==> config.mk <==
export PLATFORM = sky130hd
export DESIGN_NAME = hsv2rgb_front
export DESIGN_NICKNAME = d
export VERILOG_FILES = /design/src/rtl/core/hsv2rgb_pkg.sv /design/src/rtl/core/hsv2rgb_front.sv
export SDC_FILE = /design/constraint.sdc
export NUM_CORES = 2
export LEC_CHECK = 0
export ABC_AREA = 1
export BUFFER_PORTS_ARGS = -buffer_cell sky130_fd_sc_hd__buf_2
export CORE_UTILIZATION = 28
export DETAILED_ROUTE_END_ITERATION = 7
export HOLD_SLACK_MARGIN = 0.12
export PLACE_DENSITY = 0.44
export SLEW_MARGIN = 20
export SYNTH_ARGS = -nofsm -noshare
export SYNTH_HDL_FRONTEND = slang
export SYNTH_SLANG_ARGS = --single-unit
export TNS_END_PERCENT = 10
==> constraint.sdc <==
create_clock -name aclk -period 7.7 [get_ports aclk]
set_clock_uncertainty 0.05 [all_clocks]
set_input_delay 1.155 -clock aclk [delete_from_list [all_inputs] [get_ports aclk]]
set_output_delay 1.155 -clock aclk [all_outputs]
set_load 0.05 [all_outputs]
==> src/rtl/core/hsv2rgb_pkg.sv <==
// ----------------------------------------------------------------------------
// hsv2rgb_pkg
// Shared widths, constants and types for the HSV to RGB converter.
// ----------------------------------------------------------------------------
package hsv2rgb_pkg;

    // Field widths
    localparam int VALUE_WIDTH = 16;
    localparam int HUE_W       = 16;
    localparam int SAT_W       = 8;

    // Hue scaling: n = hue * 6, one sector spans 255.0 in Q8.8
    localparam int SECTORS  = 6;
    localparam int SEC_W    = 3;
    localparam int HUE_N_W  = HUE_W + 3;
    localparam int FRAC_W   = 16;
    localparam logic [HUE_N_W-1:0] HUE_SPAN = HUE_N_W'(65280);

    // Saturation full scale and rounding offset for p
    localparam logic [SAT_W-1:0] SAT_MAX = SAT_W'(255);
    localparam int PPROD_W = VALUE_WIDTH + SAT_W;
    localparam logic [PPROD_W-1:0] P_HALF = PPROD_W'(127);

    // Denominator for q and t: 255 * 65280, plus its half for rounding
    localparam int NUM_W  = 24;
    localparam logic [NUM_W-1:0] DEN      = NUM_W'(255 * 65280);
    localparam logic [NUM_W-1:0] DEN_HALF = NUM_W'((255 * 65280) / 2);
    localparam int PROD_W = VALUE_WIDTH + NUM_W;

    // Divide-by-255 unit: reciprocal estimate, then one correction
    localparam int DIV_IN_W = VALUE_WIDTH + 16;
    localparam int DIV_Q_W  = DIV_IN_W - 7;
    localparam logic [DIV_IN_W-1:0] DIV_RECIP =
        DIV_IN_W'((64'd1 << DIV_IN_W) / 64'd255);
    localparam logic [DIV_IN_W-1:0] DIV_BY = DIV_IN_W'(255);

    // Number of register stages from input to output
    localparam int STAGES = 8;

    typedef enum logic [SEC_W-1:0] {
        SEC_R_TO_Y = 3'd0,
        SEC_Y_TO_G = 3'd1,
        SEC_G_TO_C = 3'd2,
        SEC_C_TO_B = 3'd3,
        SEC_B_TO_M = 3'd4,
        SEC_M_TO_R = 3'd5
    } sector_t;

    typedef struct packed {
        logic ce1;
        logic ce2;
        logic ce3;
    } front_ce_t;

    typedef struct packed {
        logic est;
        logic corr;
    } div_ce_t;

    typedef struct packed {
        sector_t                sector;
        logic [VALUE_WIDTH-1:0] v;
    } side_t;

endpackage

==> src/rtl/core/hsv2rgb_front.sv <==
// ----------------------------------------------------------------------------
// hsv2rgb_front
// Stages 1-3: sector and fraction, numerators, products with rounding bias.
// ----------------------------------------------------------------------------
module hsv2rgb_front (
    input  logic                                     aclk,
    input  hsv2rgb_pkg::front_ce_t                   ce,
    input  logic [hsv2rgb_pkg::HUE_W-1:0]            hue,
    input  logic [hsv2rgb_pkg::SAT_W-1:0]            sat,
    input  logic [hsv2rgb_pkg::VALUE_WIDTH-1:0]      bri,
    output logic [hsv2rgb_pkg::DIV_IN_W-1:0]         y_p,
    output logic [hsv2rgb_pkg::DIV_IN_W-1:0]         y_q,
    output logic [hsv2rgb_pkg::DIV_IN_W-1:0]         y_t,
    output hsv2rgb_pkg::side_t                       side
);

    localparam int NW  = hsv2rgb_pkg::HUE_N_W;
    localparam int FW  = hsv2rgb_pkg::FRAC_W;
    localparam int SW  = hsv2rgb_pkg::SAT_W;
    localparam int VW  = hsv2rgb_pkg::VALUE_WIDTH;
    localparam int UW  = hsv2rgb_pkg::NUM_W;
    localparam int XW  = hsv2rgb_pkg::PROD_W;
    localparam int PXW = hsv2rgb_pkg::PPROD_W;
    localparam int DW  = hsv2rgb_pkg::DIV_IN_W;
    localparam int CW  = hsv2rgb_pkg::SEC_W;

    // stage 1
    logic [NW-1:0]        n;
    logic [CW-1:0]        sec_raw;
    logic [NW-1:0]        rem_full;
    hsv2rgb_pkg::sector_t sector;

    hsv2rgb_pkg::sector_t s1_sector_reg;
    logic [FW-1:0]        s1_rem_reg;
    logic [SW-1:0]        s1_sat_reg;
    logic [VW-1:0]        s1_v_reg;

    // stage 2
    logic [UW-1:0]        sr;
    logic [UW-1:0]        st;
    hsv2rgb_pkg::sector_t s2_sector_reg;
    logic [UW-1:0]        s2_num_q_reg;
    logic [UW-1:0]        s2_num_t_reg;
    logic [SW-1:0]        s2_num_p_reg;
    logic [VW-1:0]        s2_v_reg;

    // stage 3
    hsv2rgb_pkg::sector_t s3_sector_reg;
    logic [XW-1:0]        s3_xq_reg;
    logic [XW-1:0]        s3_xt_reg;
    logic [PXW-1:0]       s3_xp_reg;
    logic [VW-1:0]        s3_v_reg;

    assign n = NW'(hue) * NW'(hsv2rgb_pkg::SECTORS);

    // sector = n / 65280 by threshold compare; a full circle wraps to 0
    always_comb begin
        sec_raw = '0;
        for (int k = 1; k <= hsv2rgb_pkg::SECTORS; k++) begin
            if (n >= NW'(k) * hsv2rgb_pkg::HUE_SPAN) begin
                sec_raw = CW'(k);
            end
        end
    end

    assign rem_full = n - NW'(sec_raw) * hsv2rgb_pkg::HUE_SPAN;
    assign sector   = (sec_raw == CW'(hsv2rgb_pkg::SECTORS)) ?
                      hsv2rgb_pkg::SEC_R_TO_Y : hsv2rgb_pkg::sector_t'(sec_raw);

    always_ff @(posedge aclk) begin
        if (ce.ce1) begin
            s1_sector_reg <= sector;
            s1_rem_reg    <= FW'(rem_full);
            s1_sat_reg    <= sat;
            s1_v_reg      <= bri;
        end
    end

    assign sr = UW'(s1_sat_reg) * UW'(s1_rem_reg);
    assign st = UW'(s1_sat_reg) * (UW'(hsv2rgb_pkg::HUE_SPAN) - UW'(s1_rem_reg));

    always_ff @(posedge aclk) begin
        if (ce.ce2) begin
            s2_sector_reg <= s1_sector_reg;
            s2_num_q_reg  <= hsv2rgb_pkg::DEN - sr;
            s2_num_t_reg  <= hsv2rgb_pkg::DEN - st;
            s2_num_p_reg  <= hsv2rgb_pkg::SAT_MAX - s1_sat_reg;
            s2_v_reg      <= s1_v_reg;
        end
    end

    always_ff @(posedge aclk) begin
        if (ce.ce3) begin
            s3_sector_reg <= s2_sector_reg;
            s3_xq_reg     <= XW'(s2_v_reg) * XW'(s2_num_q_reg)
                             + XW'(hsv2rgb_pkg::DEN_HALF);
            s3_xt_reg     <= XW'(s2_v_reg) * XW'(s2_num_t_reg)
                             + XW'(hsv2rgb_pkg::DEN_HALF);
            s3_xp_reg     <= PXW'(s2_v_reg) * PXW'(s2_num_p_reg) + hsv2rgb_pkg::P_HALF;
            s3_v_reg      <= s2_v_reg;
        end
    end

    // q and t divide by 256 * 65025: drop 8 bits here, two /255 steps follow
    assign y_q = s3_xq_reg[XW-1:8];
    assign y_t = s3_xt_reg[XW-1:8];
    assign y_p = DW'(s3_xp_reg);

    assign side.sector = s3_sector_reg;
    assign side.v      = s3_v_reg;

endmodule

* Word level (Yosys, flattened, before mapping) *
Cells that the tools add are included.

cells by class
  add/subtract/negate cells = 8
  $mul = 7
  magnitude comparators = 6
  equality and inequality tests = 1
  mux-type cells = 6

operators with widths
  kind                                                                 number
  adder 40 x 23 -> 40 bit, second input constant                       2
  multiplier 16 x 24 -> 40 bit                                         2
  subtractor 24 bit, first input constant                              2
  greater-or-equal comparator 19 x 18 -> 1 bit, second input constant  2
  greater-or-equal comparator 19 bit, second input constant            2
  adder 24 x 7 -> 24 bit, second input constant                        1
  multiplier 16 x 8 -> 24 bit                                          1
  multiplier 8 x 16 -> 24 bit                                          1
  multiplier 9 x 17 -> 24 bit                                          1
  greater-or-equal comparator 19 x 16 -> 1 bit, second input constant  1
  greater-or-equal comparator 19 x 17 -> 1 bit, second input constant  1
  multiplier 16 x 2 -> 18 bit, second input constant                   1
  subtractor 16 x 16 -> 17 bit, first input constant                   1
  subtractor 16 bit                                                    1
  two-way mux 3 bit                                                    5
  multiplier 3 x 8 -> 8 bit, second input constant                     1
  subtractor 8 bit, first input constant                               1
  == test 3 bit, second input constant                                 1
  two-way mux 1 bit                                                    1

word-level totals
  flip-flop bits (word level) = 241
  input port bits = 44
  output and inout port bits = 115

* Depth between registers and ports, before layout *
  depth in word-level cells = 10
  gate-level depth with buffers = 33
  gate-level depth less buffers = 32

* Worst setup path before layout *
OpenSTA, ideal clock, no wires.

  kind = register -> register
  start point = reg s2_v_reg[2]
  end point = reg s3_xq_reg[29], data pin
  setup time = 0.259 ns
  data arrival time = 5.611 ns
  data required time = 7.391 ns
  slack = 1.780 ns
  stages on the path, launching flop included = 25
  period minus slack after synthesis = 5.920 ns
  cells stage by stage = edfxtp_1 clkbuf_1 clkbuf_1 nand2_1 fa_1 inv_1 fa_1 inv_1 fa_1 inv_1 fa_1 inv_1 fa_1 inv_1 fa_1 ha_1 a21oi_1 inv_1 a31oi_1 o21ai_0 or2_2 a21oi_1 nand3b_1 nand2_1 xor2_1

between the ends
  word-level cells in the longest chain between the ends = 2

ends and longest elaborated chain
  what                          RTL line             RTL
  start: declaration            hsv2rgb_front.sv:45  logic [VW-1:0] s2_v_reg;
  start signal: assignment      hsv2rgb_front.sv:88  s2_v_reg <= s1_v_reg;
  multiplier 16 x 24 -> 40 bit  hsv2rgb_front.sv:95  s3_xq_reg <= XW'(s2_v_reg) * XW'(s2_num_q_reg)
  adder 40 x 23 -> 40 bit       hsv2rgb_front.sv:96  + XW'(hsv2rgb_pkg::DEN_HALF);
  end signal: assignment        hsv2rgb_front.sv:95
  end: declaration              hsv2rgb_front.sv:49  logic [XW-1:0] s3_xq_reg;

Every way passes these cells.
A chain may end at the register's enable or synchronous reset.

* Worst setup path in the final report *
  start point = reg s2_v_reg[1]
  end point = reg s3_xt_reg[26], data pin

between the ends
  word-level cells in the longest chain between the ends = 2

ends and longest elaborated chain
  what                          RTL line             RTL
  multiplier 16 x 24 -> 40 bit  hsv2rgb_front.sv:97  s3_xt_reg <= XW'(s2_v_reg) * XW'(s2_num_t_reg)
  adder 40 x 23 -> 40 bit       hsv2rgb_front.sv:98  + XW'(hsv2rgb_pkg::DEN_HALF);
  end signal: assignment        hsv2rgb_front.sv:97
  end: declaration              hsv2rgb_front.sv:50  logic [XW-1:0] s3_xt_reg;

Every way passes these cells.

==> flow_summary.toml <==
[detailed_routing]
drt_iter0_markers = 1798
wire_per_inst_um = 16.25
ant_nets = 0
dr.pass1.iters = 7
drc = 4
routed_via_density = 4.386
wirelength_um = 127000
via_count = 34267

[setup_path]
crit_start = "s2_v_reg[1]"
crit_fanout = 16
end_kind = "flip-flop"
reg2reg_from = "s2_v_reg[1]"
cp.required_ns = 7.99
cp.arrival_ns = 6.93
path_class = "flip-flop to flip-flop"
crit_path_start_kind = "flip-flop"

[logic_synthesis]
synthTopCellsByArea = "fa_1 37%, edfxtp_1 14%, inv_1 13%"
synth_edf_count = 221
yosysSeqAreaShare = 0.1430
yosys_warnings = 0
netlist_top_cells_count = "1561 x inv_1, 1370 x nand2_1, 861 x fa_1"
synth_seq_cells = 221
yosys.area.top_type = "fa_1"
synthCells = 5584
synth_flop_cell = "edfxtp_1"
syn_area_mm2 = 0.04642
synth_most_common_cell = "inv_1"
yosys.cell_types.count = 48
synth.avg_cell_area_um2 = 8.314
ys_async_sr_fraction = 0
synth_top_area_share = 0.3713

[cts]
numCtsBuffers = 35
clock-sinks = 221
path_clk_slew_ns = 0.06
cts-resized-gates = 0
cts_tree = "yes"
clk_latency_ns = 0.60
h-tree-depth = 2
cts_hold_buf = 0
postCtsSetupRepairBufs = 0
clock-root-buffer = "clkbuf_16"
clock_path_buffers = 3

[worst_hold_path]
hp-class = "flip-flop to flip-flop"
min_from = "s1_sector_reg[2]"

[sta]
timing.fmax_ghz = 0.1505
layout_min_cycle_time_ns = 6.643
relSlewSlack = 0.3908
period_share = 0.8627
report.final.slew_viol_count = 0
final-hold-violation-count = 0
rsz0062_at_grt = "no"
setup_violations = 0
tns_ns = 0
worst_slew_pin_slew_ns = 0.9138

[cells_and_area]
post-route-util = 0.3076
syn_to_final_growth_pct = 9.199
nets = 6946
drive_gt1_frac = 0.05763
seqCellArea_mm2 = 0.006636
multi_input_area_mm2 = 0.03293
n_fill_cell = 17820

[floorplan]
dieArea_mm2 = 0.1674
initial_core_util = 0.2817
die_h_um = 409.2
num_rows = 149
core_mm2 = 0.1648
die_x_um = 409.2
io_pins = 159

[status]
outcome = "finished with violations"
violations = "design-rule violations"

[grt]
grt_overflow = 0
grt_pass1_wl_um = 205000
grt_pass1_vias = 36606
grt_usage = 0.1557
antenna_found_initial = 9
grt_max_degree = 71

[placed_design]
dp_hpwl_um = 104200
io_buffers = 150
globalplace.congestion = 0.8510

[flow_run]
max_cap_viol_count = 0
metal layers:
metal / GRT usage / share of wire / vias to the layer above
li1: - / - / 16264
met1: 0.2163 / 0.47 / 17283
met2: 0.2603 / 0.47 / 606
met3: 0.01782 / 0.038 / 106
met4: 0.03133 / 0.018 / 8
met5: 0 / 0.00037 / -
final cells by class:
cell class	count	area share
multi-input combinational	3552	0.6496
timing repair buffer	219	0.02693
antenna	1	0.00004936
clock inverter	22	0.004319
clock buffer	40	0.01807
sequential	221	0.1309
tap	2189	0.05403
inverter	1568	0.1161
path summary, 6_finish.rpt:
path                            to  slack [ns]  depth (start not counted)
setup / recovery     s3_xt_reg[26]        1.06                         25
hold / removal    s2_sector_reg[2]        0.37                          0
setup reg to reg     s3_xt_reg[26]        1.06                         25
hold reg to reg   s2_sector_reg[2]        0.37                          0
placed cells by master (no fill, tap or decap), drive strengths merged, types with 3 or more instances in the layout:
cell type	n
conb	8
a31oi	18
fa	861
edfxtp	221
o21ai	93
nand2	1385
a221oi	5
clkinvlp	7
ha	444
nor2	231
nand3b	4
a21o	9
buf	219
clkbuf	40
or2	6
a21oi	183
o211ai	5
xnor2	45
nand4	23
a21boi	3
nor4	6
bufinv	3
nand3	67
inv	1571
o21a	10
clkinv	9
o31ai	6
xor2	105
nor3	20
worst max-delay path, stage by stage, from the launching register on:
cell      delay [ns]
edfxtp_1        0.91
buf_4           0.37
nand2_1         0.11
fa_1            0.56
inv_1           0.06
fa_1            0.53
inv_1           0.05
fa_1            0.48
fa_1            0.54
inv_1           0.06
fa_1            0.47
inv_1           0.05
fa_1            0.47
inv_1           0.04
ha_1            0.34
nand2_1         0.13
inv_1           0.05
a21oi_1         0.13
inv_1           0.07
a21oi_1         0.16
o21ai_0         0.15
a21oi_1         0.23
inv_1           0.09
nand2_1         0.06
nand2_1         0.06
xor2_1          0.14
logic make-up after synthesis:
group,after synthesis,synth area share
buffers and inverters,1818,0.1483
xor gates and xnor gates,150,0.02830
adders and majority gates,1305,0.4910
and+or+nand+nor,1745,0.1479
other,1,0.00008078
DFF,221,0.1430
AOI/OAI and AO/OA,344,0.04156
through the flow:
step	setup WS, ns	std cells	hold WS (ns)	instance area [µm²]
after CTS	0.9872	7811	0.3702	50690
after detailed placement	1.035	7749	0.3563	49560
after global placement	1.044	7749	0.3563	49560
after floorplan	1.780	5591	0.3503	46450
after global routing	0.5081	7811	0.3743	50690
final	1.057	7812	0.3672	50690
Power is not shown: default switching activity piles up to over one toggle a cycle in this logic, so the estimate is an artifact.
