`src/rtl/core/hsv2rgb_pkg.sv`:
```
// ----------------------------------------------------------------------------
// hsv2rgb_pkg
// Shared widths, constants and types for the HSV to RGB converter.
// ----------------------------------------------------------------------------
package hsv2rgb_pkg;

    // Field widths
    localparam int VALUE_WIDTH = 16;
    localparam int HUE_W       = 16;
    localparam int SAT_W       = 8;

    // Hue scaling: n = hue * 6, one sector spans 255.0 in Q8.8
    localparam int SECTORS  = 6;
    localparam int SEC_W    = 3;
    localparam int HUE_N_W  = HUE_W + 3;
    localparam int FRAC_W   = 16;
    localparam logic [HUE_N_W-1:0] HUE_SPAN = HUE_N_W'(65280);

    // Saturation full scale and rounding offset for p
    localparam logic [SAT_W-1:0] SAT_MAX = SAT_W'(255);
    localparam int PPROD_W = VALUE_WIDTH + SAT_W;
    localparam logic [PPROD_W-1:0] P_HALF = PPROD_W'(127);

    // Denominator for q and t: 255 * 65280, plus its half for rounding
    localparam int NUM_W  = 24;
    localparam logic [NUM_W-1:0] DEN      = NUM_W'(255 * 65280);
    localparam logic [NUM_W-1:0] DEN_HALF = NUM_W'((255 * 65280) / 2);
    localparam int PROD_W = VALUE_WIDTH + NUM_W;

    // Divide-by-255 unit: reciprocal estimate, then one correction
    localparam int DIV_IN_W = VALUE_WIDTH + 16;
    localparam int DIV_Q_W  = DIV_IN_W - 7;
    localparam logic [DIV_IN_W-1:0] DIV_RECIP =
        DIV_IN_W'((64'd1 << DIV_IN_W) / 64'd255);
    localparam logic [DIV_IN_W-1:0] DIV_BY = DIV_IN_W'(255);

    // Number of register stages from input to output
    localparam int STAGES = 8;

    typedef enum logic [SEC_W-1:0] {
        SEC_R_TO_Y = 3'd0,
        SEC_Y_TO_G = 3'd1,
        SEC_G_TO_C = 3'd2,
        SEC_C_TO_B = 3'd3,
        SEC_B_TO_M = 3'd4,
        SEC_M_TO_R = 3'd5
    } sector_t;

    typedef struct packed {
        logic ce1;
        logic ce2;
        logic ce3;
    } front_ce_t;

    typedef struct packed {
        logic est;
        logic corr;
    } div_ce_t;

    typedef struct packed {
        sector_t                sector;
        logic [VALUE_WIDTH-1:0] v;
    } side_t;

endpackage

```
`src/rtl/core/hsv2rgb_div255.sv`:
```
// ----------------------------------------------------------------------------
// hsv2rgb_div255
// Two-stage floor division by 255: reciprocal multiply, then one correction.
// ----------------------------------------------------------------------------
module hsv2rgb_div255 (
    input  logic                                  aclk,
    input  hsv2rgb_pkg::div_ce_t                  ce,
    input  logic [hsv2rgb_pkg::DIV_IN_W-1:0]      dividend,
    output logic [hsv2rgb_pkg::DIV_Q_W-1:0]       quotient
);

    localparam int W  = hsv2rgb_pkg::DIV_IN_W;
    localparam int QW = hsv2rgb_pkg::DIV_Q_W;
    localparam int PW = 2 * W;

    logic [PW-1:0] prod;
    logic [QW-1:0] est_reg;
    logic [W-1:0]  y_reg;
    logic [W-1:0]  back;
    logic [W-1:0]  rem;
    logic          bump;
    logic [QW-1:0] quot_reg;

    // estimate is low by at most one
    assign prod = PW'(dividend) * PW'(hsv2rgb_pkg::DIV_RECIP);

    always_ff @(posedge aclk) begin
        if (ce.est) begin
            est_reg <= QW'(prod[PW-1:W]);
            y_reg   <= dividend;
        end
    end

    assign back = W'(est_reg) * hsv2rgb_pkg::DIV_BY;
    assign rem  = y_reg - back;
    assign bump = (rem >= hsv2rgb_pkg::DIV_BY);

    always_ff @(posedge aclk) begin
        if (ce.corr) begin
            quot_reg <= est_reg + QW'(bump);
        end
    end

    assign quotient = quot_reg;

endmodule

```
`config.mk`:
```
export PLATFORM = sky130hd
export DESIGN_NAME = hsv2rgb_div255
export DESIGN_NICKNAME = d
export VERILOG_FILES = /design/src/rtl/core/hsv2rgb_pkg.sv /design/src/rtl/core/hsv2rgb_div255.sv
export SDC_FILE = /design/constraint.sdc
export NUM_CORES = 1
export LEC_CHECK = 0
export ABC_AREA = 1
export BUFFER_PORTS_ARGS = -buffer_cell sky130_fd_sc_hd__buf_2
export CAP_MARGIN = 10
export CELL_PAD_IN_SITES_DETAIL_PLACEMENT = 1
export CELL_PAD_IN_SITES_GLOBAL_PLACEMENT = 1
export CORE_MARGIN = 2
export CORE_UTILIZATION = 50
export CTS_CLUSTER_DIAMETER = 120
export DETAILED_ROUTE_END_ITERATION = 7
export PLACE_DENSITY_LB_ADDON = 0.15
export SLEW_MARGIN = 20
export SYNTH_ARGS = -nofsm -noshare
export SYNTH_HDL_FRONTEND = slang
export SYNTH_SLANG_ARGS = --single-unit
export TNS_END_PERCENT = 30
```
`constraint.sdc`:
```
create_clock -name aclk -period 13.1 [get_ports aclk]
set_input_delay 1.31 -clock aclk [delete_from_list [all_inputs] [get_ports aclk]]
set_output_delay 1.31 -clock aclk [all_outputs]
set_load 0.005 [all_outputs]
```
# [Word-level counts from Yosys, hierarchy flattened]
# Index checks and enable logic that the tools add are counted.
# Widths: inputs -> output; s select.
[totals] romBits=0 ff_bits=82 ramBits=0 mem_count=0 wordCells=8 latchBits=0
[classes] magnitude_cmp=1 n_reduce_logical=0 n_bitwise=0 n_eq_ne=0 shifts=0 n_div=0 add_sub_neg=2 mux=0 n_mul=2
[ops] cell="$mul 32x25->57 const B" n=1
[ops] cell="$ge 32x8->1 const B" n=1
[ops] cell="$mul 25x8->32 const B" n=1
[ops] cell="$sub 32x32->32" n=1
[ops] cell="$add 25x1->25" n=1

# [Logic depth before layout (Yosys ltp)]
# Gate-level depths: netlist (run 1).
[depth] ltp_word=4 mapped_depth=37

# [Worst setup path after synthesis (run 1)]
# Ideal clock, no wire load.
[synth_timing] path_type="register -> register" start="register est_reg[5]" end="register quot_reg[24], in the netlist quotient[24] (data pin)" path_stages_with_launch=35 t_arrival_ns=5.502 path_buffers=0 setup_slack_ns=7.337 required_time_ns=12.839 setup_ns=0.261 path_cell_list="edfxtp_1 inv_1 fa_1 inv_1 fa_1 inv_1 fa_1 inv_1 fa_1 inv_1 ha_1 nand2_2 inv_1 a21oi_2 nor2_1 nor2_2 nand2_1 nand2_1 nand3_1 nand2_1 inv_1 nand2_1 nor2_1 nand3_1 ha_1 ha_1 nand2_1 nor2_1 nand2_1 nor2_4 nand4_2 inv_1 nand4_1 nor2_1 xor2_1"
[synth_between] elab_chain_cells=4
[synth_rtl] item="from (decl)" line="hsv2rgb_div255.sv:17" rtl="logic [QW-1:0] est_reg;"
[synth_rtl] item="from (signal assigned)" line="hsv2rgb_div255.sv:29" rtl="est_reg <= QW'(prod[PW-1:W]);"
[synth_rtl] item="$mul 25x8->32" line="hsv2rgb_div255.sv:34" rtl="assign back = W'(est_reg) * hsv2rgb_pkg::DIV_BY;"
[synth_rtl] item="$sub 32x32->32" line="hsv2rgb_div255.sv:35" rtl="assign rem = y_reg - back;"
[synth_rtl] item="$ge 32x8->1" line="hsv2rgb_div255.sv:36" rtl="assign bump = (rem >= hsv2rgb_pkg::DIV_BY);"
[synth_rtl] item="$add 25x1->25 (*)" line="hsv2rgb_div255.sv:40" rtl="quot_reg <= est_reg + QW'(bump);"
[synth_rtl] item="to (signal assigned)" line="hsv2rgb_div255.sv:40"
[synth_rtl] item="to (decl)" line="hsv2rgb_div255.sv:22" rtl="logic [QW-1:0] quot_reg;"
# Mark *: on every way between the ends. The rest lies on a longest branch, timed or not.
# A chain may end at the register's enable or synchronous reset.

# [Worst setup path after layout (run 1)]
[layout_timing] start="register est_reg[15]" end="register quot_reg[24], in the netlist quotient[24] (data pin)"
# Same word-level chain as after synthesis.

==> run_summary.xml, run 1 <==
<?xml version="1.0" encoding="UTF-8"?>
<metrics>
  <group name="worst_setup_path">
    <metric name="crit_path_max_fanout" unit="">6</metric>
    <metric name="critPathArrivalTime" unit="ns">7.18</metric>
    <metric name="critical_path.reg2reg.startpoint" unit="">est_reg[15]$_DFFE_PP_</metric>
    <metric name="worst_path_dominant_cell_family" unit="">adder cells</metric>
    <metric name="timing.critical_path.from_type" unit="">flop</metric>
    <metric name="slowest_stage" unit="">fa_1</metric>
    <metric name="timing.reg2reg.setup_slack" unit="ns">6.02</metric>
    <metric name="critical_path_class" unit="">flop to flop</metric>
    <metric name="reg2reg_depth" unit="">32</metric>
    <metric name="timing.critical_path.required" unit="ns">13.20</metric>
    <metric name="worstReg2RegEnd" unit="">quotient[24]$_DFFE_PP_</metric>
    <metric name="end_kind" unit="">flop</metric>
    <metric name="crit_buf_inv" unit="">6</metric>
    <metric name="critical-path-max-stage-delay" unit="ns">0.63</metric>
  </group>
  <group name="finish">
    <metric name="post_route_cells_drive_above_1_share" unit="">0.0565</metric>
    <metric name="flow.area_growth_from_synthesis" unit="%">7.28</metric>
    <metric name="finalNetCount" unit="">2336</metric>
    <metric name="antenna_cells_inserted" unit="">0</metric>
    <metric name="flip_flop_count_of_the_largest_register_after_layout" unit="">32</metric>
  </group>
  <group name="sta">
    <metric name="max_clock_freq" unit="GHz">0.141</metric>
    <metric name="slew_viol_final" unit="">0</metric>
    <metric name="setup_viol" unit="">0</metric>
    <metric name="actual_transition_at_the_worst_max_transition_pin" unit="ns">0.786</metric>
    <metric name="post-route-period-util" unit="">0.541</metric>
    <metric name="min_period" unit="ns">7.08</metric>
    <metric name="setup-tns-final" unit="ns">0</metric>
    <metric name="setup_repair_after_global_routing_missed_its_margin" unit="">false</metric>
    <metric name="timing_hold_violations_final" unit="">0</metric>
    <metric name="worst_clock_skew" unit="ns">0.0113</metric>
    <metric name="worst_slew_margin_rel" unit="">0.476</metric>
  </group>
  <group name="synth">
    <metric name="synth_seq_cells" unit="">82</metric>
    <metric name="synth_enable_flop_cells" unit="">82</metric>
    <metric name="synth-main-ff-cell" unit="">edfxtp_1</metric>
    <metric name="synth_cell_types" unit="">37</metric>
    <metric name="async_reset_ff_frac" unit="">0</metric>
    <metric name="synth.cell_area" unit="um^2">14700</metric>
    <metric name="syn-num-nets" unit="">2265</metric>
    <metric name="synth_cells" unit="">1819</metric>
    <metric name="synth_seq_area_share" unit="">0.167</metric>
    <metric name="post_synth.cell_area_avg" unit="um^2">8.10</metric>
    <metric name="yosys_warnings" unit="">0</metric>
  </group>
  <group name="die">
    <metric name="boundaryPins" unit="">60</metric>
    <metric name="start_util" unit="">0.510</metric>
    <metric name="fp.dieH" unit="um">176</metric>
    <metric name="horizontal_extent_of_the_die" unit="um">176</metric>
    <metric name="floorplan.die_area" unit="um^2">30900</metric>
    <metric name="num_rows" unit="">62</metric>
    <metric name="floorplan.core_area" unit="um^2">28900</metric>
  </group>
  <group name="global_route">
    <metric name="grt_pass1_vias" unit="">14000</metric>
    <metric name="met2_usage" unit="">0.611</metric>
    <metric name="grtUsageMet3" unit="">0.0247</metric>
    <metric name="grt.met1_usage" unit="">0.345</metric>
    <metric name="busiest_layer" unit="">met2</metric>
    <metric name="grt_pass1_wl" unit="um">75100</metric>
    <metric name="grt_antenna_before_repair" unit="">1</metric>
    <metric name="overflow" unit="">0</metric>
    <metric name="grt_max_degree" unit="">58</metric>
    <metric name="grtUsageTotal" unit="">0.317</metric>
  </group>
  <group name="routing">
    <metric name="ant_nets" unit="">0</metric>
    <metric name="dr_total_vias" unit="">12100</metric>
    <metric name="firstDrtPassIters" unit="">5</metric>
    <metric name="detail_route.iter0.violations" unit="">504</metric>
    <metric name="routed_wirelength" unit="um">47200</metric>
    <metric name="routed_wire_length_per_instance" unit="um">20.7</metric>
    <metric name="avgViaCountPerCell" unit="">5.33</metric>
    <metric name="post-route-drc-count" unit="">0</metric>
  </group>
  <group name="placed_design">
    <metric name="buffer_ports.inserted" unit="">59</metric>
    <metric name="gp_routability_congestion" unit="">0.955</metric>
    <metric name="detailed_place_hpwl" unit="um">40200</metric>
  </group>
  <group name="cts">
    <metric name="numClockSinks" unit="">82</metric>
    <metric name="cts_inserted_buffers" unit="">9</metric>
    <metric name="clockRootBuffer" unit="">clkbuf_16</metric>
    <metric name="htreeDepth" unit="">3</metric>
    <metric name="clock_insertion_delay_worst_skew" unit="ns">0.35</metric>
    <metric name="hold_buffers" unit="">0</metric>
    <metric name="clock_tree_from_tritoncts" unit="">built</metric>
    <metric name="postCtsSetupBuffers" unit="">0</metric>
    <metric name="cts_resized" unit="">0</metric>
    <metric name="clock_pin_slew_on_the_worst_setup_and_hold_paths" unit="ns">0.07</metric>
    <metric name="buffer_levels_on_the_longest_clock_path" unit="">2</metric>
  </group>
  <group name="hold_path">
    <metric name="min-delay-start" unit="">est_reg[13]$_DFFE_PP_</metric>
    <metric name="hold_depth" unit="">1</metric>
    <metric name="hp-class" unit="">flop to flop</metric>
    <metric name="worst_hold_path.endpoint" unit="">quotient[13]$_DFFE_PP_</metric>
  </group>
  <group name="outcome">
    <metric name="run_status" unit="">finished clean</metric>
  </group>
  <group name="job">
    <metric name="timing.max_cap.violations" unit="">0</metric>
  </group>
</metrics>
-- cell families after synthesis --
group,count (synthesis),share of synthesized area
buffers and inverters,523,0.133
XOR/XNOR,49,0.0291
flip-flops,82,0.167
AO/OA/AOI/OAI,166,0.0635
AND/OR/NAND/NOR,588,0.170
adder cells (fa/ha/maj),411,0.437
-- per-layer routing --
| metal | vias to the layer above | part of all wire |
|---|---|---|
| met5 | - | 0.00028 |
| met3 | 142 | 0.022 |
| met4 | 2 | 0.058 |
| met2 | 270 | 0.53 |
| met1 | 6015 | 0.39 |
| li1 | 5707 | - |
-- metrics by stage --
step                utilization  hold slack (ns)  setup slack, ns  instance area [um^2]  cells
floorplan                     -            0.622             7.34                 14700   1819
global placement          0.538            0.651             6.45                 15500   2263
detailed placement        0.538            0.678             6.08                 15500   2263
CTS                       0.548            0.703             6.01                 15800   2279
global route              0.548            0.706             5.45                 15800   2279
finish                    0.548            0.699             6.02                 15800   2279
-- final cells by class --
class	instances	area, um^2
fill	3625	13100
multi-input combinational	1214	10300
sequential	82	2460
inverter	523	1960
tap	384	480
timing repair buffer	60	303
clock buffer	9	225
clock inverter	7	63.8
-- cells in the mapped netlist, drive strengths merged (14+ instances only) --
cell | n | share of area
nand4 | 15 | 0.0068
nand2 | 335 | 0.087
fa | 172 | 0.23
nand3 | 72 | 0.025
o21ai | 42 | 0.015
nor3 | 14 | 0.0061
xor2 | 41 | 0.024
inv | 522 | 0.13
nor2 | 133 | 0.036
a21oi | 82 | 0.028
edfxtp | 82 | 0.17
ha | 239 | 0.20
-- cells in the final DEF, fill, tap and decap left out, types with 2 or more instances in the layout --
| cell type | instances |
|---|---|
| xor2_1 | 41 |
| xnor2_1 | 8 |
| clkinv_4 | 2 |
| a21boi_0 | 9 |
| nor2_2 | 8 |
| nor4_1 | 5 |
| a21oi_1 | 81 |
| inv_2 | 4 |
| o21bai_1 | 13 |
| a31oi_1 | 6 |
| nand3b_1 | 7 |
| nor3_1 | 10 |
| edfxtp_1 | 82 |
| inv_6 | 2 |
| nand3_1 | 71 |
| buf_2 | 59 |
| nand2_2 | 7 |
| nand2_1 | 328 |
| nor3_2 | 4 |
| o21a_1 | 2 |
| nand4_1 | 14 |
| fa_1 | 172 |
| inv_1 | 518 |
| o21ai_0 | 38 |
| o21ai_1 | 3 |
| a21o_1 | 11 |
| and3_1 | 3 |
| nor2_1 | 124 |
| clkbuf_16 | 9 |
| ha_1 | 239 |
-- worst max-delay path by stage --
stage                                      from                      to  cells past startpoint
after global routing      est_reg[15]$_DFFE_PP_  quotient[24]$_DFFE_PP_                     34
after floorplan            est_reg[5]$_DFFE_PP_  quotient[24]$_DFFE_PP_                     34
after detailed placement   est_reg[4]$_DFFE_PP_  quotient[24]$_DFFE_PP_                     34
after global placement     est_reg[0]$_DFFE_PP_  quotient[24]$_DFFE_PP_                     34
final                     est_reg[15]$_DFFE_PP_  quotient[24]$_DFFE_PP_                     32
after CTS                  est_reg[4]$_DFFE_PP_  quotient[24]$_DFFE_PP_                     34
-- worst register-to-register path: cells and delay by family (launching register included) --
family / cells / cell delay (ns)
adder cells (fa/ha/maj): 7 / 3.06
buffers and inverters: 6 / 0.65
XOR/XNOR: 1 / 0.08
flip-flops: 1 / 0.44
AO/OA/AOI/OAI: 2 / 0.51
AND/OR/NAND/NOR: 16 / 2.10
Power of run 1 is left out: the tool's default activity adds up to more than one toggle a clock period on the data nets, which glitch-free logic cannot reach.
==> inputs of run 2 (changes only) <==
--- a/config.mk
+++ b/config.mk
@@ -5,13 +5,13 @@
 export SDC_FILE = /design/constraint.sdc
 export NUM_CORES = 1
 export LEC_CHECK = 0
-export ABC_AREA = 1
+export ABC_AREA = 0
 export BUFFER_PORTS_ARGS = -buffer_cell sky130_fd_sc_hd__buf_2
 export CAP_MARGIN = 10
 export CELL_PAD_IN_SITES_DETAIL_PLACEMENT = 1
 export CELL_PAD_IN_SITES_GLOBAL_PLACEMENT = 1
 export CORE_MARGIN = 2
-export CORE_UTILIZATION = 50
+export CORE_UTILIZATION = 46
 export CTS_CLUSTER_DIAMETER = 120
 export DETAILED_ROUTE_END_ITERATION = 7
 export PLACE_DENSITY_LB_ADDON = 0.15
==> constraint.sdc (replaced) <==
create_clock -name aclk -period 5.8 [get_ports aclk]
set_input_delay 0.58 -clock aclk [delete_from_list [all_inputs] [get_ports aclk]]
set_output_delay 0.58 -clock aclk [all_outputs]
set_load 0.005 [all_outputs]
==> run 2 against run 1 <==
Against the previous run:
- the run now ends with negative setup slack left
- count of clock-buffer cells in the layout is 2 higher
- critical path depth down 4
- flip-flop and latch count unchanged
- non-clock buffer count grew 230
==> run_summary.xml, run 2 <==
<?xml version="1.0" encoding="UTF-8"?>
<metrics>
  <group name="sta">
    <metric name="post-route-period-util" unit="">1.14</metric>
    <metric name="min_period" unit="ns">6.61</metric>
    <metric name="slew_viol_final" unit="">0</metric>
    <metric name="setup_repair_after_global_routing_missed_its_margin" unit="">true</metric>
    <metric name="worst_slew_margin_rel" unit="">0.519</metric>
    <metric name="worst_clock_skew" unit="ns">0.0115</metric>
    <metric name="setup_viol" unit="">25</metric>
    <metric name="actual_transition_at_the_worst_max_transition_pin" unit="ns">0.722</metric>
    <metric name="timing_hold_violations_final" unit="">0</metric>
    <metric name="max_clock_freq" unit="GHz">0.151</metric>
    <metric name="final_critical_path_setup_slack" unit="ns">-0.813</metric>
  </group>
  <group name="die">
    <metric name="boundaryPins" unit="">60</metric>
    <metric name="floorplan.core_area" unit="um^2">28500</metric>
    <metric name="start_util" unit="">0.466</metric>
    <metric name="floorplan.die_area" unit="um^2">30300</metric>
    <metric name="num_rows" unit="">62</metric>
    <metric name="fp.dieH" unit="um">174</metric>
    <metric name="horizontal_extent_of_the_die" unit="um">174</metric>
  </group>
  <group name="global_route">
    <metric name="grt_antenna_before_repair" unit="">0</metric>
    <metric name="overflow" unit="">0</metric>
    <metric name="grt_max_degree" unit="">58</metric>
    <metric name="grt_pass1_wl" unit="um">61400</metric>
    <metric name="grtUsageTotal" unit="">0.262</metric>
    <metric name="grt_pass1_vias" unit="">11600</metric>
  </group>
  <group name="routing">
    <metric name="post-route-drc-count" unit="">0</metric>
    <metric name="avgViaCountPerCell" unit="">5.19</metric>
    <metric name="routed_wirelength" unit="um">39600</metric>
    <metric name="dr_total_vias" unit="">10400</metric>
    <metric name="ant_nets" unit="">0</metric>
    <metric name="routed_wire_length_per_instance" unit="um">19.7</metric>
    <metric name="firstDrtPassIters" unit="">5</metric>
    <metric name="detail_route.iter0.violations" unit="">378</metric>
  </group>
  <group name="finish">
    <metric name="antenna_cells_inserted" unit="">0</metric>
    <metric name="finalNetCount" unit="">2068</metric>
    <metric name="final_cell_area" unit="um^2">16800</metric>
    <metric name="flip_flop_count_of_the_largest_register_after_layout" unit="">32</metric>
    <metric name="post_route_cells_drive_above_1_share" unit="">0.278</metric>
    <metric name="most_common_cell_after_layout_fill_and_taps_aside" unit="">inv_1</metric>
    <metric name="most-common-layout-cells" unit="">325 x inv_1, 221 x ha_1, 208 x buf_4</metric>
    <metric name="flow.area_growth_from_synthesis" unit="%">26.3</metric>
  </group>
  <group name="worst_setup_path">
    <metric name="reg2reg_depth" unit="">28</metric>
    <metric name="worst_path_dominant_cell_family" unit="">adder cells</metric>
    <metric name="path_depth" unit="">28</metric>
    <metric name="critical_path.reg2reg.startpoint" unit="">est_reg[8]$_DFFE_PP_</metric>
    <metric name="timing.reg2reg.setup_slack" unit="ns">-0.81</metric>
    <metric name="cp-endpoint" unit="">quotient[19]$_DFFE_PP_</metric>
    <metric name="timing.critical_path.required" unit="ns">5.90</metric>
    <metric name="end_kind" unit="">flop</metric>
    <metric name="worstReg2RegEnd" unit="">quotient[19]$_DFFE_PP_</metric>
    <metric name="worst_setup_path_startpoint" unit="">est_reg[8]$_DFFE_PP_</metric>
    <metric name="crit_buf_inv" unit="">9</metric>
    <metric name="critical-path-max-stage-delay" unit="ns">0.55</metric>
    <metric name="critPathArrivalTime" unit="ns">6.72</metric>
    <metric name="timing.critical_path.from_type" unit="">flop</metric>
    <metric name="crit_path_max_fanout" unit="">6</metric>
    <metric name="critical_path_class" unit="">flop to flop</metric>
    <metric name="slowest_stage" unit="">fa_1</metric>
  </group>
  <group name="cts">
    <metric name="hold_buffers" unit="">0</metric>
    <metric name="htreeDepth" unit="">3</metric>
    <metric name="cts_inserted_buffers" unit="">9</metric>
    <metric name="clock_pin_slew_on_the_worst_setup_and_hold_paths" unit="ns">0.06</metric>
    <metric name="clockRootBuffer" unit="">clkbuf_16</metric>
    <metric name="clock_insertion_delay_worst_skew" unit="ns">0.36</metric>
    <metric name="numClockSinks" unit="">82</metric>
    <metric name="clock_tree_from_tritoncts" unit="">built</metric>
    <metric name="buffer_levels_on_the_longest_clock_path" unit="">2</metric>
  </group>
  <group name="outcome">
    <metric name="failed_checks" unit="">negative setup slack</metric>
    <metric name="run_status" unit="">finished with violations</metric>
  </group>
  <group name="placed_design">
    <metric name="detailed_place_hpwl" unit="um">32700</metric>
    <metric name="buffer_ports.inserted" unit="">59</metric>
    <metric name="gp_routability_congestion" unit="">0.872</metric>
    <metric name="dpl-instance-area" unit="um^2">15500</metric>
  </group>
  <group name="hold_path">
    <metric name="hp-class" unit="">input pin to flop</metric>
    <metric name="min-delay-start" unit="">dividend[2]</metric>
  </group>
  <group name="synth">
    <metric name="synth_enable_flop_cells" unit="">82</metric>
    <metric name="synth_cells" unit="">1343</metric>
    <metric name="synth_cell_types" unit="">68</metric>
    <metric name="yosys_warnings" unit="">0</metric>
    <metric name="post_synth.cell_area_avg" unit="um^2">9.90</metric>
    <metric name="synth-main-ff-cell" unit="">edfxtp_1</metric>
    <metric name="synth.cell_area" unit="um^2">13300</metric>
    <metric name="syn-num-nets" unit="">1789</metric>
    <metric name="synth_commonest_cells" unit="">372 x inv_1, 239 x ha_1, 172 x fa_1</metric>
    <metric name="synth_seq_area_share" unit="">0.185</metric>
    <metric name="async_reset_ff_frac" unit="">0</metric>
    <metric name="synth_seq_cells" unit="">82</metric>
    <metric name="yosys.area.top_type" unit="">fa_1</metric>
    <metric name="synth_top_area_frac" unit="">0.259</metric>
    <metric name="synthTopCellsByArea" unit="">fa_1 26%, ha_1 22%, edfxtp_1 19%</metric>
    <metric name="cell_with_the_most_instances_after_synthesis" unit="">inv_1</metric>
  </group>
  <group name="job">
    <metric name="timing.max_cap.violations" unit="">0</metric>
  </group>
</metrics>
[run 2: cell count changes in the layout (fill, tap and decap cells not counted), sizes merged, moves of 14 or more]
cell,before,now
a21o,11,28
a21oi,82,68
buf,60,290
inv,524,373
nand2,335,55
nand3,72,19
nor2,133,36
xnor2,8,44
xor2,41,17
[run 2: layer usage]
metal | routed length (um) | share of wire | GRT usage
met1 | 16900 | 0.43 | 0.324
met2 | 20500 | 0.52 | 0.482
met3 | 964 | 0.024 | 0.0188
met4 | 1280 | 0.032 | 0.0910
met5 | 0 | 0 | 0
[run 2: area by class of cell]
| cell class | instances | area [um^2] |
|---|---|---|
| Clock buffer | 11 | 233 |
| Clock inverter | 5 | 62.6 |
| Timing Repair Buffer | 290 | 2130 |
| Fill cell | 3248 | 11800 |
| Inverter | 372 | 1420 |
| Sequential cell | 82 | 2460 |
| Multi-Input combinational cell | 867 | 10000 |
| Tap cell | 384 | 480 |
[run 2: worst register-to-register path, delay by kind of cell, from the launching register on]
family,cells,cell delay (ns)
AO/OA/AOI/OAI,5,0.86
flip-flops,1,0.45
XOR/XNOR,1,0.11
buffers and inverters,9,1.14
adder cells (fa/ha/maj),6,2.55
AND/OR/NAND/NOR,7,1.25
[run 2: cell families after synthesis]
group	count (synthesis)	synth area share
AOI/OAI and AO/OA	206	0.105
muxes	5	0.00395
buffers and inverters	394	0.112
xor gates and xnor gates	62	0.0419
adders and majority gates	411	0.484
DFF	82	0.185
and+or+nand+nor	183	0.0684
[run 2: timing repair]
item,CTS,global route
setup endpoints to repair,25,25
pin swaps,58,29
buffers inserted,30,21
resized for setup,104,40
endpoints found under the hold margin,0,0
[run 2: metrics by stage]
step / worst slack (ns) / utilization / cells / hold slack (ns) / setup TNS (ns)
6_report: -0.813 / 0.588 / 2011 / 0.424 / -14.56
2_1_floorplan: -0.333 / - / 1343 / 0.602 / -1.84
3_3_place_gp: -0.826 / 0.543 / 1945 / 0.699 / -15.67
3_5_place_dp: -0.988 / 0.543 / 1945 / 0.705 / -19.39
5_1_grt: -1.02 / 0.588 / 2011 / 0.421 / -19.74
4_1_cts: -0.696 / 0.578 / 1991 / 0.414 / -10.53
[run 2: how the worst min path moves through the flow]
stage / end / slack, ns / cells past startpoint
after floorplan: quotient[21]$_DFFE_PP_ / 0.60 / 1
after global placement: quotient[20]$_DFFE_PP_ / 0.70 / 2
after detailed placement: quotient[20]$_DFFE_PP_ / 0.71 / 2
after CTS: y_reg[2]$_DFFE_PP_ / 0.41 / 1
after global routing: y_reg[2]$_DFFE_PP_ / 0.42 / 1
final: y_reg[2]$_DFFE_PP_ / 0.42 / 1
Power of run 2 is left out for the same reason.
==> inputs of run 3 (changes only) <==
--- a/config.mk
+++ b/config.mk
@@ -5,13 +5,12 @@
 export SDC_FILE = /design/constraint.sdc
 export NUM_CORES = 1
 export LEC_CHECK = 0
-export ABC_AREA = 0
+export ABC_AREA = 1
 export BUFFER_PORTS_ARGS = -buffer_cell sky130_fd_sc_hd__buf_2
-export CAP_MARGIN = 10
 export CELL_PAD_IN_SITES_DETAIL_PLACEMENT = 1
 export CELL_PAD_IN_SITES_GLOBAL_PLACEMENT = 1
 export CORE_MARGIN = 2
-export CORE_UTILIZATION = 46
+export CORE_UTILIZATION = 45
 export CTS_CLUSTER_DIAMETER = 120
 export DETAILED_ROUTE_END_ITERATION = 7
 export PLACE_DENSITY_LB_ADDON = 0.15
==> run 3 against run 2 <==
Against the previous run:
- the flow still finishes with violations (negative setup slack)
- flip-flop and latch count is the same
- first-iteration DRC count grew 74%
- clock skew grew 0.0048 ns
- utilization shrank 1.8 points
- largest cell class unchanged
- highest routed layer unchanged
==> run_summary.xml, run 3 (synthesis gave the netlist of run 1 again) <==
<?xml version="1.0" encoding="UTF-8"?>
<metrics>
  <group name="outcome">
    <metric name="run_status" unit="">finished with violations</metric>
    <metric name="failed_checks" unit="">negative setup slack</metric>
  </group>
  <group name="finish">
    <metric name="finish.utilization" unit="">0.570</metric>
    <metric name="post_route_cells_drive_above_1_share" unit="">0.238</metric>
    <metric name="register_area" unit="um^2">2460</metric>
    <metric name="most-common-layout-cells" unit="">486 x inv_1, 269 x nand2_1, 220 x ha_1</metric>
    <metric name="most_common_cell_after_layout_fill_and_taps_aside" unit="">inv_1</metric>
    <metric name="finalNetCount" unit="">2533</metric>
    <metric name="fillerInstances" unit="">3912</metric>
    <metric name="multi_input_comb_area" unit="um^2">11200</metric>
    <metric name="flow.area_growth_from_synthesis" unit="%">25.2</metric>
    <metric name="flip_flop_count_of_the_largest_register_after_layout" unit="">32</metric>
  </group>
  <group name="global_route">
    <metric name="grtUsageMet3" unit="">0.0271</metric>
    <metric name="grt_pass1_wl" unit="um">82000</metric>
    <metric name="busiest_layer" unit="">met2</metric>
    <metric name="grt_antenna_before_repair" unit="">1</metric>
    <metric name="grtUsageTotal" unit="">0.319</metric>
    <metric name="grt_pass1_vias" unit="">14800</metric>
    <metric name="met2_usage" unit="">0.612</metric>
    <metric name="grt.met1_usage" unit="">0.351</metric>
    <metric name="grt_max_degree" unit="">58</metric>
    <metric name="overflow" unit="">0</metric>
  </group>
  <group name="worst_setup_path">
    <metric name="timing.critical_path.required" unit="ns">5.90</metric>
    <metric name="critPathArrivalTime" unit="ns">6.54</metric>
    <metric name="critical_path.reg2reg.startpoint" unit="">est_reg[15]$_DFFE_PP_</metric>
    <metric name="critical_path_class" unit="">flop to flop</metric>
    <metric name="worstReg2RegEnd" unit="">quotient[23]$_DFFE_PP_</metric>
    <metric name="crit_path_max_fanout" unit="">4</metric>
    <metric name="reg2reg_depth" unit="">34</metric>
    <metric name="slowest_stage" unit="">fa_1</metric>
    <metric name="cpMostUsedCell" unit="">inv_1</metric>
    <metric name="timing.critical_path.from_type" unit="">flop</metric>
    <metric name="timing.reg2reg.setup_slack" unit="ns">-0.65</metric>
    <metric name="end_kind" unit="">flop</metric>
    <metric name="worst_setup_path_startpoint" unit="">est_reg[15]$_DFFE_PP_</metric>
    <metric name="cp-endpoint" unit="">quotient[23]$_DFFE_PP_</metric>
    <metric name="critical-path-max-stage-delay" unit="ns">0.56</metric>
  </group>
  <group name="cts">
    <metric name="numClockSinks" unit="">82</metric>
    <metric name="hold_buffers" unit="">0</metric>
    <metric name="clock_pin_slew_on_the_worst_setup_and_hold_paths" unit="ns">0.07</metric>
    <metric name="clock_insertion_delay_worst_skew" unit="ns">0.36</metric>
    <metric name="cts_inserted_buffers" unit="">9</metric>
    <metric name="buffer_levels_on_the_longest_clock_path" unit="">2</metric>
    <metric name="clockRootBuffer" unit="">clkbuf_16</metric>
    <metric name="htreeDepth" unit="">3</metric>
    <metric name="clock_tree_from_tritoncts" unit="">built</metric>
  </group>
  <group name="routing">
    <metric name="firstDrtPassIters" unit="">5</metric>
    <metric name="dr_total_vias" unit="">13400</metric>
    <metric name="ant_nets" unit="">0</metric>
    <metric name="post-route-drc-count" unit="">0</metric>
    <metric name="routed_wire_length_per_instance" unit="um">23.0</metric>
    <metric name="routed_wirelength" unit="um">58300</metric>
    <metric name="avgViaCountPerCell" unit="">5.30</metric>
    <metric name="detail_route.iter0.violations" unit="">659</metric>
  </group>
  <group name="sta">
    <metric name="slew_viol_final" unit="">0</metric>
    <metric name="setup_repair_after_global_routing_missed_its_margin" unit="">true</metric>
    <metric name="worst_clock_skew" unit="ns">0.0163</metric>
    <metric name="worst_slew_margin_rel" unit="">0.468</metric>
    <metric name="holdWs" unit="ns">0.434</metric>
    <metric name="setup-tns-final" unit="ns">-7.84</metric>
    <metric name="timing_hold_violations_final" unit="">0</metric>
    <metric name="final_critical_path_setup_slack" unit="ns">-0.647</metric>
    <metric name="setup_viol" unit="">23</metric>
    <metric name="min_period" unit="ns">6.45</metric>
    <metric name="post-route-period-util" unit="">1.11</metric>
    <metric name="max_clock_freq" unit="GHz">0.155</metric>
    <metric name="actual_transition_at_the_worst_max_transition_pin" unit="ns">0.798</metric>
  </group>
  <group name="die">
    <metric name="floorplan.die_area" unit="um^2">34200</metric>
    <metric name="num_rows" unit="">66</metric>
    <metric name="floorplan.core_area" unit="um^2">32400</metric>
    <metric name="boundaryPins" unit="">60</metric>
    <metric name="fp.dieH" unit="um">185</metric>
    <metric name="horizontal_extent_of_the_die" unit="um">185</metric>
    <metric name="start_util" unit="">0.455</metric>
  </group>
  <group name="placed_design">
    <metric name="detailed_place_hpwl" unit="um">41100</metric>
    <metric name="buffer_ports.inserted" unit="">59</metric>
    <metric name="gp_routability_congestion" unit="">0.912</metric>
  </group>
  <group name="hold_path">
    <metric name="hp-class" unit="">input pin to flop</metric>
  </group>
  <group name="job">
    <metric name="timing.max_cap.violations" unit="">0</metric>
  </group>
</metrics>
run 3: routing by layer:
| layer | up-vias | routed length, um |
|---|---|---|
| met5 | - | 0 |
| met3 | 206 | 1940 |
| met4 | 0 | 3870 |
| met2 | 395 | 30600 |
| met1 | 6716 | 21900 |
| li1 | 6110 | - |
run 3: critical path: cells and delay by family, from the launching register on:
family / cells / cell delay, ns
xor gates and xnor gates: 1 / 0.18
DFF: 1 / 0.42
buffers and inverters: 9 / 0.87
adders and majority gates: 6 / 2.67
and+or+nand+nor: 18 / 2.02
run 3: how the worst min path moves through the flow:
stage | slack, ns | cells after the start | endpoint | start
finish | 0.43 | 1 | y_reg[1]$_DFFE_PP_ | dividend[1]
global route | 0.43 | 1 | y_reg[1]$_DFFE_PP_ | dividend[1]
detailed placement | 0.69 | 2 | quotient[9]$_DFFE_PP_ | est_reg[9]$_DFFE_PP_
floorplan | 0.62 | 1 | quotient[11]$_DFFE_PP_ | est_reg[11]$_DFFE_PP_
global placement | 0.69 | 2 | quotient[9]$_DFFE_PP_ | est_reg[9]$_DFFE_PP_
CTS | 0.43 | 1 | y_reg[1]$_DFFE_PP_ | dividend[1]
run 3: timing repair:
action | 4_1_cts | 5_1_grt
buffers inserted | 26 | 27
resized for setup | 152 | 114
pin swaps | 43 | 53
setup endpoints to repair | 22 | 24
run 3: cell type report:
| class | count | share of cell area |
|---|---|---|
| clock buffer | 9 | 0.0122 |
| tap | 442 | 0.0300 |
| sequential | 82 | 0.134 |
| multi-input combinational | 1214 | 0.609 |
| antenna | 1 | 0.000136 |
| inverter | 523 | 0.107 |
| timing repair buffer | 257 | 0.102 |
| clock inverter | 7 | 0.00577 |
run 3: through the flow:
step                      worst slack [ns]  instances  area [um^2]
final                               -0.647       2535        18400
after global routing                -0.895       2534        18400
after detailed placement            -0.732       2466        16700
after global placement              -0.482       2466        16700
after CTS                           -0.290       2508        17800
after floorplan                     0.0365       1819        14700
Power of run 3 is left out for the same reason.
